--- config.mk ---
export PLATFORM = sky130hd
export DESIGN_NAME = basic_binary_op_alu_core
export DESIGN_NICKNAME = d
export VERILOG_FILES = /design/src/rtl/core/bboa_pkg.sv /design/src/rtl/core/basic_binary_op_alu_core.sv
export SDC_FILE = /design/constraint.sdc
export NUM_CORES = 1
export LEC_CHECK = 0
export BUFFER_PORTS_ARGS = -buffer_cell sky130_fd_sc_hd__buf_2
export CAP_MARGIN = 30
export CORE_AREA = 2 2 246 430
export CTS_BUF_LIST = sky130_fd_sc_hd__clkbuf_8
export DETAILED_ROUTE_END_ITERATION = 8
export DIE_AREA = 0 0 248 432
export PLACE_DENSITY = 0.51
export SLEW_MARGIN = 20
export SYNTH_ARGS = -nofsm -noshare
export SYNTH_HDL_FRONTEND = slang
export SYNTH_SLANG_ARGS = --single-unit
--- constraint.sdc ---
create_clock -name clk -period 27.4 [get_ports clk]
set_input_delay 1.37 -clock clk [delete_from_list [all_inputs] [get_ports clk]]
set_output_delay 1.37 -clock clk [all_outputs]
set_load 0.005 [all_outputs]
--- src/rtl/core/bboa_pkg.sv ---
`default_nettype none
package bboa_pkg;

    localparam int DATA_WIDTH_DEF = 32;

    typedef enum logic [3:0] {
        OP_ADD = 4'd0,
        OP_SUB = 4'd1,
        OP_MUL = 4'd2,
        OP_DIV = 4'd3,
        OP_EQ  = 4'd4,
        OP_POW = 4'd5,
        OP_GT  = 4'd6,
        OP_LT  = 4'd7,
        OP_GE  = 4'd8,
        OP_LE  = 4'd9
    } op_t;

    typedef enum logic [1:0] {
        ST_OK        = 2'd0,
        ST_POW_RANGE = 2'd1,
        ST_DIV_ZERO  = 2'd2,
        ST_DIV_OVF   = 2'd3
    } status_t;

    typedef enum logic [2:0] {
        S_IDLE,
        S_MUL,
        S_DIV,
        S_POW_SQ,
        S_POW_MUL,
        S_DONE
    } state_t;

endpackage
`default_nettype wire

--- src/rtl/core/basic_binary_op_alu_core.sv ---
// Channel   Signals                                      Handshake
// command   start, op, first_operand, second_operand     start & !busy
// result    done, result_value, status                   done, one cycle
//
// Add, subtract, compare, equality: done and the result are registered directly on accept.
// Multiply: one shift-add step per cycle over DATA_WIDTH steps.
// Divide: one restoring step per cycle over DATA_WIDTH steps.
// Power: each exponent step runs one setup state (S_POW_SQ), then one shift-add
//   step per bit of |base|, stopping at the first overflow (base magnitude 2
//   is the longest case).
// Reset clears the sequencer; busy is high from accept until done.
// The receiver cannot stall: done is a single-cycle strobe.
`default_nettype none
module basic_binary_op_alu_core
#(
    parameter int DATA_WIDTH = bboa_pkg::DATA_WIDTH_DEF
)
(
    input  wire logic                  clk,
    input  wire logic                  rst_n,
    input  wire logic                  start,
    output logic                       busy,
    input  wire logic [3:0]            op,
    input  wire logic [DATA_WIDTH-1:0] first_operand,
    input  wire logic [DATA_WIDTH-1:0] second_operand,
    output logic                       done,
    output logic [DATA_WIDTH-1:0]      result_value,
    output logic [1:0]                 status
);
    import bboa_pkg::*;

    localparam int W  = DATA_WIDTH;
    localparam int CW = $clog2(W + 1);

    state_t          state_reg, state_next;
    logic [W-1:0]    a_reg, a_next;       // multiplier / divisor magnitude / pow base magnitude
    logic [W-1:0]    b_reg, b_next;       // base or dividend magnitude
    logic [W-1:0]    acc_reg, acc_next;   // product / quotient
    logic [W:0]      rem_reg, rem_next;   // remainder or multiply accumulator
    logic [W-1:0]    mc_reg, mc_next;     // multiplicand shift
    logic [CW-1:0]   cnt_reg, cnt_next;
    logic            neg_reg, neg_next;
    logic            flag_reg, flag_next; // pow: acc_neg of result
    logic [W-1:0]    res_reg, res_next;
    status_t         st_reg, st_next;
    logic            done_reg, done_next;
    logic [W-1:0]    e_reg, e_next;       // pow exponent remaining
    logic            ovf_reg, ovf_next;   // pow multiply overflow
    logic [W-1:0]    plim_reg, plim_next; // pow product limit

    logic signed [W-1:0] sa, sb;
    logic [W-1:0]    mag_a, mag_b, min_v;
    logic [W:0]      trial;

    function automatic logic a_next_nz(input logic [W-1:0] v);
        return (v >> 1) != '0;
    endfunction

    assign sa    = signed'(first_operand);
    assign sb    = signed'(second_operand);
    assign mag_a = first_operand[W-1]  ? W'(-first_operand)  : first_operand;
    assign mag_b = second_operand[W-1] ? W'(-second_operand) : second_operand;
    assign min_v = {1'b1, {(W-1){1'b0}}};
    assign trial = {rem_reg[W-1:0], b_reg[W-1]} - {1'b0, a_reg};

    always_ff @(posedge clk or negedge rst_n)
    begin
        if (!rst_n)
        begin
            state_reg <= S_IDLE;
            done_reg  <= 1'b0;
        end
        else
        begin
            state_reg <= state_next;
            done_reg  <= done_next;
        end
    end

    always_ff @(posedge clk)
    begin
        a_reg    <= a_next;
        b_reg    <= b_next;
        acc_reg  <= acc_next;
        rem_reg  <= rem_next;
        mc_reg   <= mc_next;
        cnt_reg  <= cnt_next;
        neg_reg  <= neg_next;
        flag_reg <= flag_next;
        res_reg  <= res_next;
        st_reg   <= st_next;
        e_reg    <= e_next;
        ovf_reg  <= ovf_next;
        plim_reg <= plim_next;
    end

    // Power: acc_reg holds |acc|; each exponent unit multiplies |acc| by
    // |base| with a shift-add over at most W steps, tracking overflow against plim.
    always_comb
    begin
        logic [W:0] sum;
        state_next = state_reg;
        a_next     = a_reg;
        b_next     = b_reg;
        acc_next   = acc_reg;
        rem_next   = rem_reg;
        mc_next    = mc_reg;
        cnt_next   = cnt_reg;
        neg_next   = neg_reg;
        flag_next  = flag_reg;
        res_next   = res_reg;
        st_next    = st_reg;
        e_next     = e_reg;
        ovf_next   = ovf_reg;
        plim_next  = plim_reg;
        done_next  = 1'b0;
        sum        = '0;

        unique case (state_reg)
            S_IDLE:
            begin
                if (start)
                begin
                    st_next    = ST_OK;
                    res_next   = '0;
                    state_next = S_DONE;
                    done_next  = 1'b1;
                    case (op)
                        OP_ADD: res_next = second_operand + first_operand;
                        OP_SUB: res_next = second_operand - first_operand;
                        OP_EQ:  res_next = W'(sa == sb);
                        OP_GT:  res_next = W'(sb > sa);
                        OP_LT:  res_next = W'(sb < sa);
                        OP_GE:  res_next = W'(sb >= sa);
                        OP_LE:  res_next = W'(sb <= sa);
                        OP_MUL:
                        begin
                            a_next     = first_operand;
                            mc_next    = second_operand;
                            acc_next   = '0;
                            cnt_next   = CW'(W);
                            done_next  = 1'b0;
                            state_next = S_MUL;
                        end
                        OP_DIV:
                        begin
                            if (first_operand == '0)
                                st_next = ST_DIV_ZERO;
                            else if (first_operand == '1 && second_operand == min_v)
                                st_next = ST_DIV_OVF;
                            else
                            begin
                                a_next     = mag_a;
                                b_next     = mag_b;
                                rem_next   = '0;
                                acc_next   = '0;
                                neg_next   = first_operand[W-1] ^ second_operand[W-1];
                                cnt_next   = CW'(W);
                                done_next  = 1'b0;
                                state_next = S_DIV;
                            end
                        end
                        OP_POW:
                        begin
                            if (sa <= 0 || second_operand == W'(1))
                                res_next = W'(1);
                            else if (second_operand == '0)
                                res_next = '0;
                            else if (second_operand == '1)
                                res_next = first_operand[0] ? '1 : W'(1);
                            else
                            begin
                                b_next     = mag_b;
                                neg_next   = second_operand[W-1];
                                e_next     = first_operand;
                                acc_next   = W'(1);
                                flag_next  = 1'b0;
                                done_next  = 1'b0;
                                state_next = S_POW_SQ;
                            end
                        end
                        default: res_next = '0;
                    endcase
                end
            end
            S_MUL:
            begin
                if (a_reg[0])
                    acc_next = acc_reg + mc_reg;
                a_next   = a_reg >> 1;
                mc_next  = mc_reg << 1;
                cnt_next = cnt_reg - 1'b1;
                if (cnt_reg == CW'(1))
                begin
                    res_next   = a_reg[0] ? acc_reg + mc_reg : acc_reg;
                    done_next  = 1'b1;
                    state_next = S_DONE;
                end
            end
            S_DIV:
            begin
                if (!trial[W])
                begin
                    rem_next = trial;
                    acc_next = {acc_reg[W-2:0], 1'b1};
                end
                else
                begin
                    rem_next = {rem_reg[W-1:0], b_reg[W-1]};
                    acc_next = {acc_reg[W-2:0], 1'b0};
                end
                b_next   = b_reg << 1;
                cnt_next = cnt_reg - 1'b1;
                if (cnt_reg == CW'(1))
                begin
                    res_next   = neg_reg ? W'(-acc_next) : acc_next;
                    done_next  = 1'b1;
                    state_next = S_DONE;
                end
            end
            S_POW_SQ:
            begin
                // Start one multiply step |acc| * |base|.
                flag_next  = flag_reg ^ neg_reg;
                plim_next  = (flag_reg ^ neg_reg) ? min_v : (min_v - 1'b1);
                a_next     = b_reg;
                mc_next    = acc_reg;
                rem_next   = '0;
                ovf_next   = 1'b0;
                cnt_next   = CW'(W);
                state_next = S_POW_MUL;
            end
            S_POW_MUL:
            begin
                sum = rem_reg;
                if (a_reg[0])
                begin
                    sum = rem_reg + {1'b0, mc_reg};
                end
                if (sum > {1'b0, plim_reg} || (a_next_nz(a_reg) && mc_reg[W-1]))
                    ovf_next = 1'b1;
                rem_next = sum;
                if (sum > {1'b0, plim_reg})
                    rem_next = {1'b0, plim_reg};
                a_next   = a_reg >> 1;
                mc_next  = mc_reg[W-1] ? mc_reg : mc_reg << 1;
                cnt_next = cnt_reg - 1'b1;
                if (cnt_reg == CW'(1) || (a_reg >> 1) == '0)
                begin
                    if (ovf_next)
                    begin
                        st_next    = ST_POW_RANGE;
                        res_next   = '0;
                        done_next  = 1'b1;
                        state_next = S_DONE;
                    end
                    else if (e_reg == W'(1))
                    begin
                        res_next   = flag_reg ? W'(-rem_next[W-1:0]) : rem_next[W-1:0];
                        done_next  = 1'b1;
                        state_next = S_DONE;
                    end
                    else
                    begin
                        acc_next   = rem_next[W-1:0];
                        e_next     = e_reg - 1'b1;
                        state_next = S_POW_SQ;
                    end
                end
            end
            S_DONE:
            begin
                state_next = S_IDLE;
            end
            default: state_next = S_IDLE;
        endcase
    end

    assign busy         = (state_reg != S_IDLE);
    assign done         = done_reg;
    assign result_value = res_reg;
    assign status       = st_reg;

    a_done_one_cycle: assert property (@(posedge clk) disable iff (!rst_n)
        done |=> !done)
        else $error("done held longer than one cycle");
    a_done_busy: assert property (@(posedge clk) disable iff (!rst_n)
        done |-> busy)
        else $error("done outside a transaction");
    a_err_zero: assert property (@(posedge clk) disable iff (!rst_n)
        (done && status != ST_OK) |-> result_value == '0)
        else $error("nonzero result with error status");

endmodule
`default_nettype wire
==> metrics.md <==
| Metric | Value |
|---|---|
| Status | finished clean |
| GPL Wtd Cong | roughly 0.95 |
| Share of layout cells above drive strength 1 | 10.2% |
| Slew headroom | roughly a fifth |
| CP dominant cell by count | ha_1 |
| Post-route DRC | 0 |
| Critical Path AT | 8.39 ns |
| Setup Skew | a little under 0.06 ns |
| Overall Global Routing Usage | approximately 22% |
| Number of synthesis warnings | 0 |
| Routed WL per cell | about 26 µm |
| Max-slew violation count | 0 |
| Vias in the first global route | around 26,000 |
| Routed via count | around 26,000 |
| Syn Nets | roughly 3,400 |
| Critical R2R Launch | a_reg[0]$_DFFE_PP_ |
| Post-synth top flop | edfxtp_1 |
| Post-synth ARST share | under 10% |
| Family with the most delay on the worst path | compound AO/OA/AOI/OAI gates |
| Yosys reg bits | ~240 |
| # Max-Cap Violations | 0 |
| H-Tree Depth | 2 |
| Highest-delay cell along the critical path | a21boi_0 |
| # setup viols final | 0 |
| Post-CTS Resized | 0 |
| Leak | 11.2 nW |
| Crit path launch type | flip-flop |
| Die boundary height | 432 µm |
| FF-to-FF End | result_value[26]$_DFFE_PP_ |
| Mapped cell area | about 0.026 mm² |
| Clk Latency, worst-skew pair | 0.71 ns |
| Crit path max fanout | 32 |
| Crit path capture type | flip-flop |
| Yosys cell types | roughly 110 |
| Setup bufs post-CTS | 0 |
| Slowest stage delay, CP | between 0.5 and 0.6 ns |
| Setup_tns | 0 ns |
| RSZ-0062 raised after global routing | false |
| Final wirelength | ~120,000 µm |
| Initial antenna violation count | 9 |
| Period Utilization, post-route | around 29% |
| Initial Util | 24.8% |
| Final hold viol count | 0 |
| Core Rows | approximately 160 |
| Buf/Inv on CP | 4 |
| Crit path time final | slightly below 8 ns |
| Detailed placement HPWL | between 90,000 and 100,000 µm |
| TritonCTS clock tree | built |
| Syn Inst Count | 3,095 |
| Reg2Reg Depth | 26 |
| Fill cell count | 11,300 |
| Register area share after synthesis | 28.1% |
| First-pass iteration count of the detailed router | 9 |
| Core box area | 0.104 mm² |
| Peak VDD IR | between 50 and 60 µV |
| Maximum buffer depth of the clock tree | 3 |
| CTS Sinks | roughly 240 |
| Global-route wire length before repair | between 150,000 and 200,000 µm |
| Cts bufs inserted | 43 |
| Worst path required time | 27.85 ns |
| Worst Tran Pin Value | 1.18 ns |
| Nets | 3,411 |
| # port buffers | 106 |
| Synthesis-to-finish area growth | 10.8% |
| Total die area | between 0.1 and 0.15 mm² |
| Max FFs per register | 33 |
| Die Wd | 248 µm |
| Number of flops mapped to enable cells by yosys | between 200 and 250 |
| DRT iter0 DRCs | 2,208 |
| Cell Pwr Density | about 150 mW/mm² |
| Antenna Nets Post-Route | 0 |
| Worst hold path class | primary input to asynchronous set/reset pin |
| Remaining global-route overflow | 0 |
| Total Power | 0.00419 W |
| Hold buffers post-CTS | 0 |
| CTS Root Cell | clkbuf_8 |
| Largest net degree at the start of global routing | approximately 120 |
| # IOs | 107 |
| Max Freq | approximately 130 MHz |
| Crit path kind | flip-flop to flip-flop |
| CTS clk-pin slew, worst paths | ~0.07 ns |
| Flop2flop setup slack | 19.46 ns |
| Synth Area per Inst | approximately 8.3 µm² |
| Via density per instance | roughly 5.7 |
-- cells by family after synthesis --
| kind of cell | count (synthesis) | share of synthesized area [%] |
|---|---|---|
| DFF | 242 | 28.1 |
| buffers and inverters | 349 | 5.57 |
| xor gates and xnor gates | 236 | 8.02 |
| and+or+nand+nor | 960 | 18.2 |
| AOI/OAI and AO/OA | 1012 | 26.2 |
| adders and majority gates | 207 | 10.2 |
| muxes | 89 | 3.63 |
-- cell usage in the layout (no fill, tap or decap), types with 78 or more instances in the layout --
cell	instances
nor3_1	97
a21oi_1	253
inv_1	198
xor2_1	83
xnor2_1	152
buf_2	106
a21o_1	78
o21ai_0	214
ha_1	202
nand2_1	251
nor2_1	266
edfxtp_1	238
-- Yosys cell counts, drive strengths merged, types with 22 or more instances --
cell    number  area [µm²]
nor3       105         541
nand2b      34         213
o21a        26         203
nor2       271        1020
nor2b       22         138
xor2        83         727
a222oi      30         300
nand4       48         300
nand2      254         958
inv        183         687
edfxtp     238        7150
o211ai      24         185
a21o        79         594
a211oi      33         263
xnor2      153        1340
o31ai       41         323
mux2i       54         541
ha         202        2530
a21oi      255        1280
o21ai      237        1190
buf         23         136
a221oi      38         333
o21bai      31         233
or3         24         150
a31oi       36         225
mux2        35         394
nand3       59         300
nor4        40         272
clkbuf     142         603
-- power breakdown --
| group | leakage [nW] | internal [W] | switching [W] | total [W] |
|---|---|---|---|---|
| combinational | 8.42 | 0.00104 | 0.00192 | 0.00296 |
| sequential | 2.33 | 0.000669 | 0.000222 | 0.000891 |
| clock | 0.447 | 0.000148 | 0.000190 | 0.000339 |
-- routing by layer --
| metal | share of wire, % | wire [µm] | global-route usage (%) | vias up |
|---|---|---|---|---|
| li1 | - | - | - | 11700 |
| met1 | 35 | 41500 | 22.3 | 12600 |
| met2 | 51 | 61000 | 39.9 | 998 |
| met3 | 5.0 | 5960 | 2.72 | 367 |
| met4 | 8.8 | 10400 | 16.6 | 12 |
| met5 | 0.066 | 78 | 0 | - |
-- worst max-delay path by stage --
stage                                    start                          to  slack (ns)  cells after the start
after CTS                   a_reg[0]$_DFFE_PP_  result_value[26]$_DFFE_PP_       19.59                     26
after detailed placement    a_reg[0]$_DFFE_PP_  result_value[26]$_DFFE_PP_       19.58                     26
after global routing        a_reg[0]$_DFFE_PP_  result_value[26]$_DFFE_PP_       19.26                     26
after floorplan           rem_reg[0]$_DFFE_PP_        acc_reg[0]$_DFFE_PP_       16.99                     21
final                       a_reg[0]$_DFFE_PP_  result_value[26]$_DFFE_PP_       19.46                     26
after global placement      a_reg[0]$_DFFE_PP_  result_value[26]$_DFFE_PP_       19.63                     26
-- through the flow --
stage          cell area [µm²]  hold slack (ns)  setup slack [ns]  util (%)  std cells
3_5_place_dp             27800            0.548             19.58      26.7       4438
6_report                 28500            0.540             19.46      27.5       4520
5_1_grt                  28500            0.526             19.26      27.5       4518
2_1_floorplan            25800            0.522             16.99         -       3095
4_1_cts                  28500            0.506             19.59      27.4       4515
3_3_place_gp             27700            0.541             19.63      26.7       4435
-- final cells by class --
| cell class | count | area, µm² | area share [%] |
|---|---|---|---|
| Antenna cell | 4 | 10.0 | 0.0351 |
| Clock buffer | 43 | 592 | 2.07 |
| Clock inverter | 34 | 159 | 0.557 |
| Inverter | 183 | 687 | 2.41 |
| Multi-Input combinational cell | 2504 | 17200 | 60.2 |
| Sequential cell | 242 | 7250 | 25.4 |
| Tap cell | 1351 | 1690 | 5.92 |
| Timing Repair Buffer | 159 | 966 | 3.39 |
No activity file was read; power rests on OpenSTA's default activity.
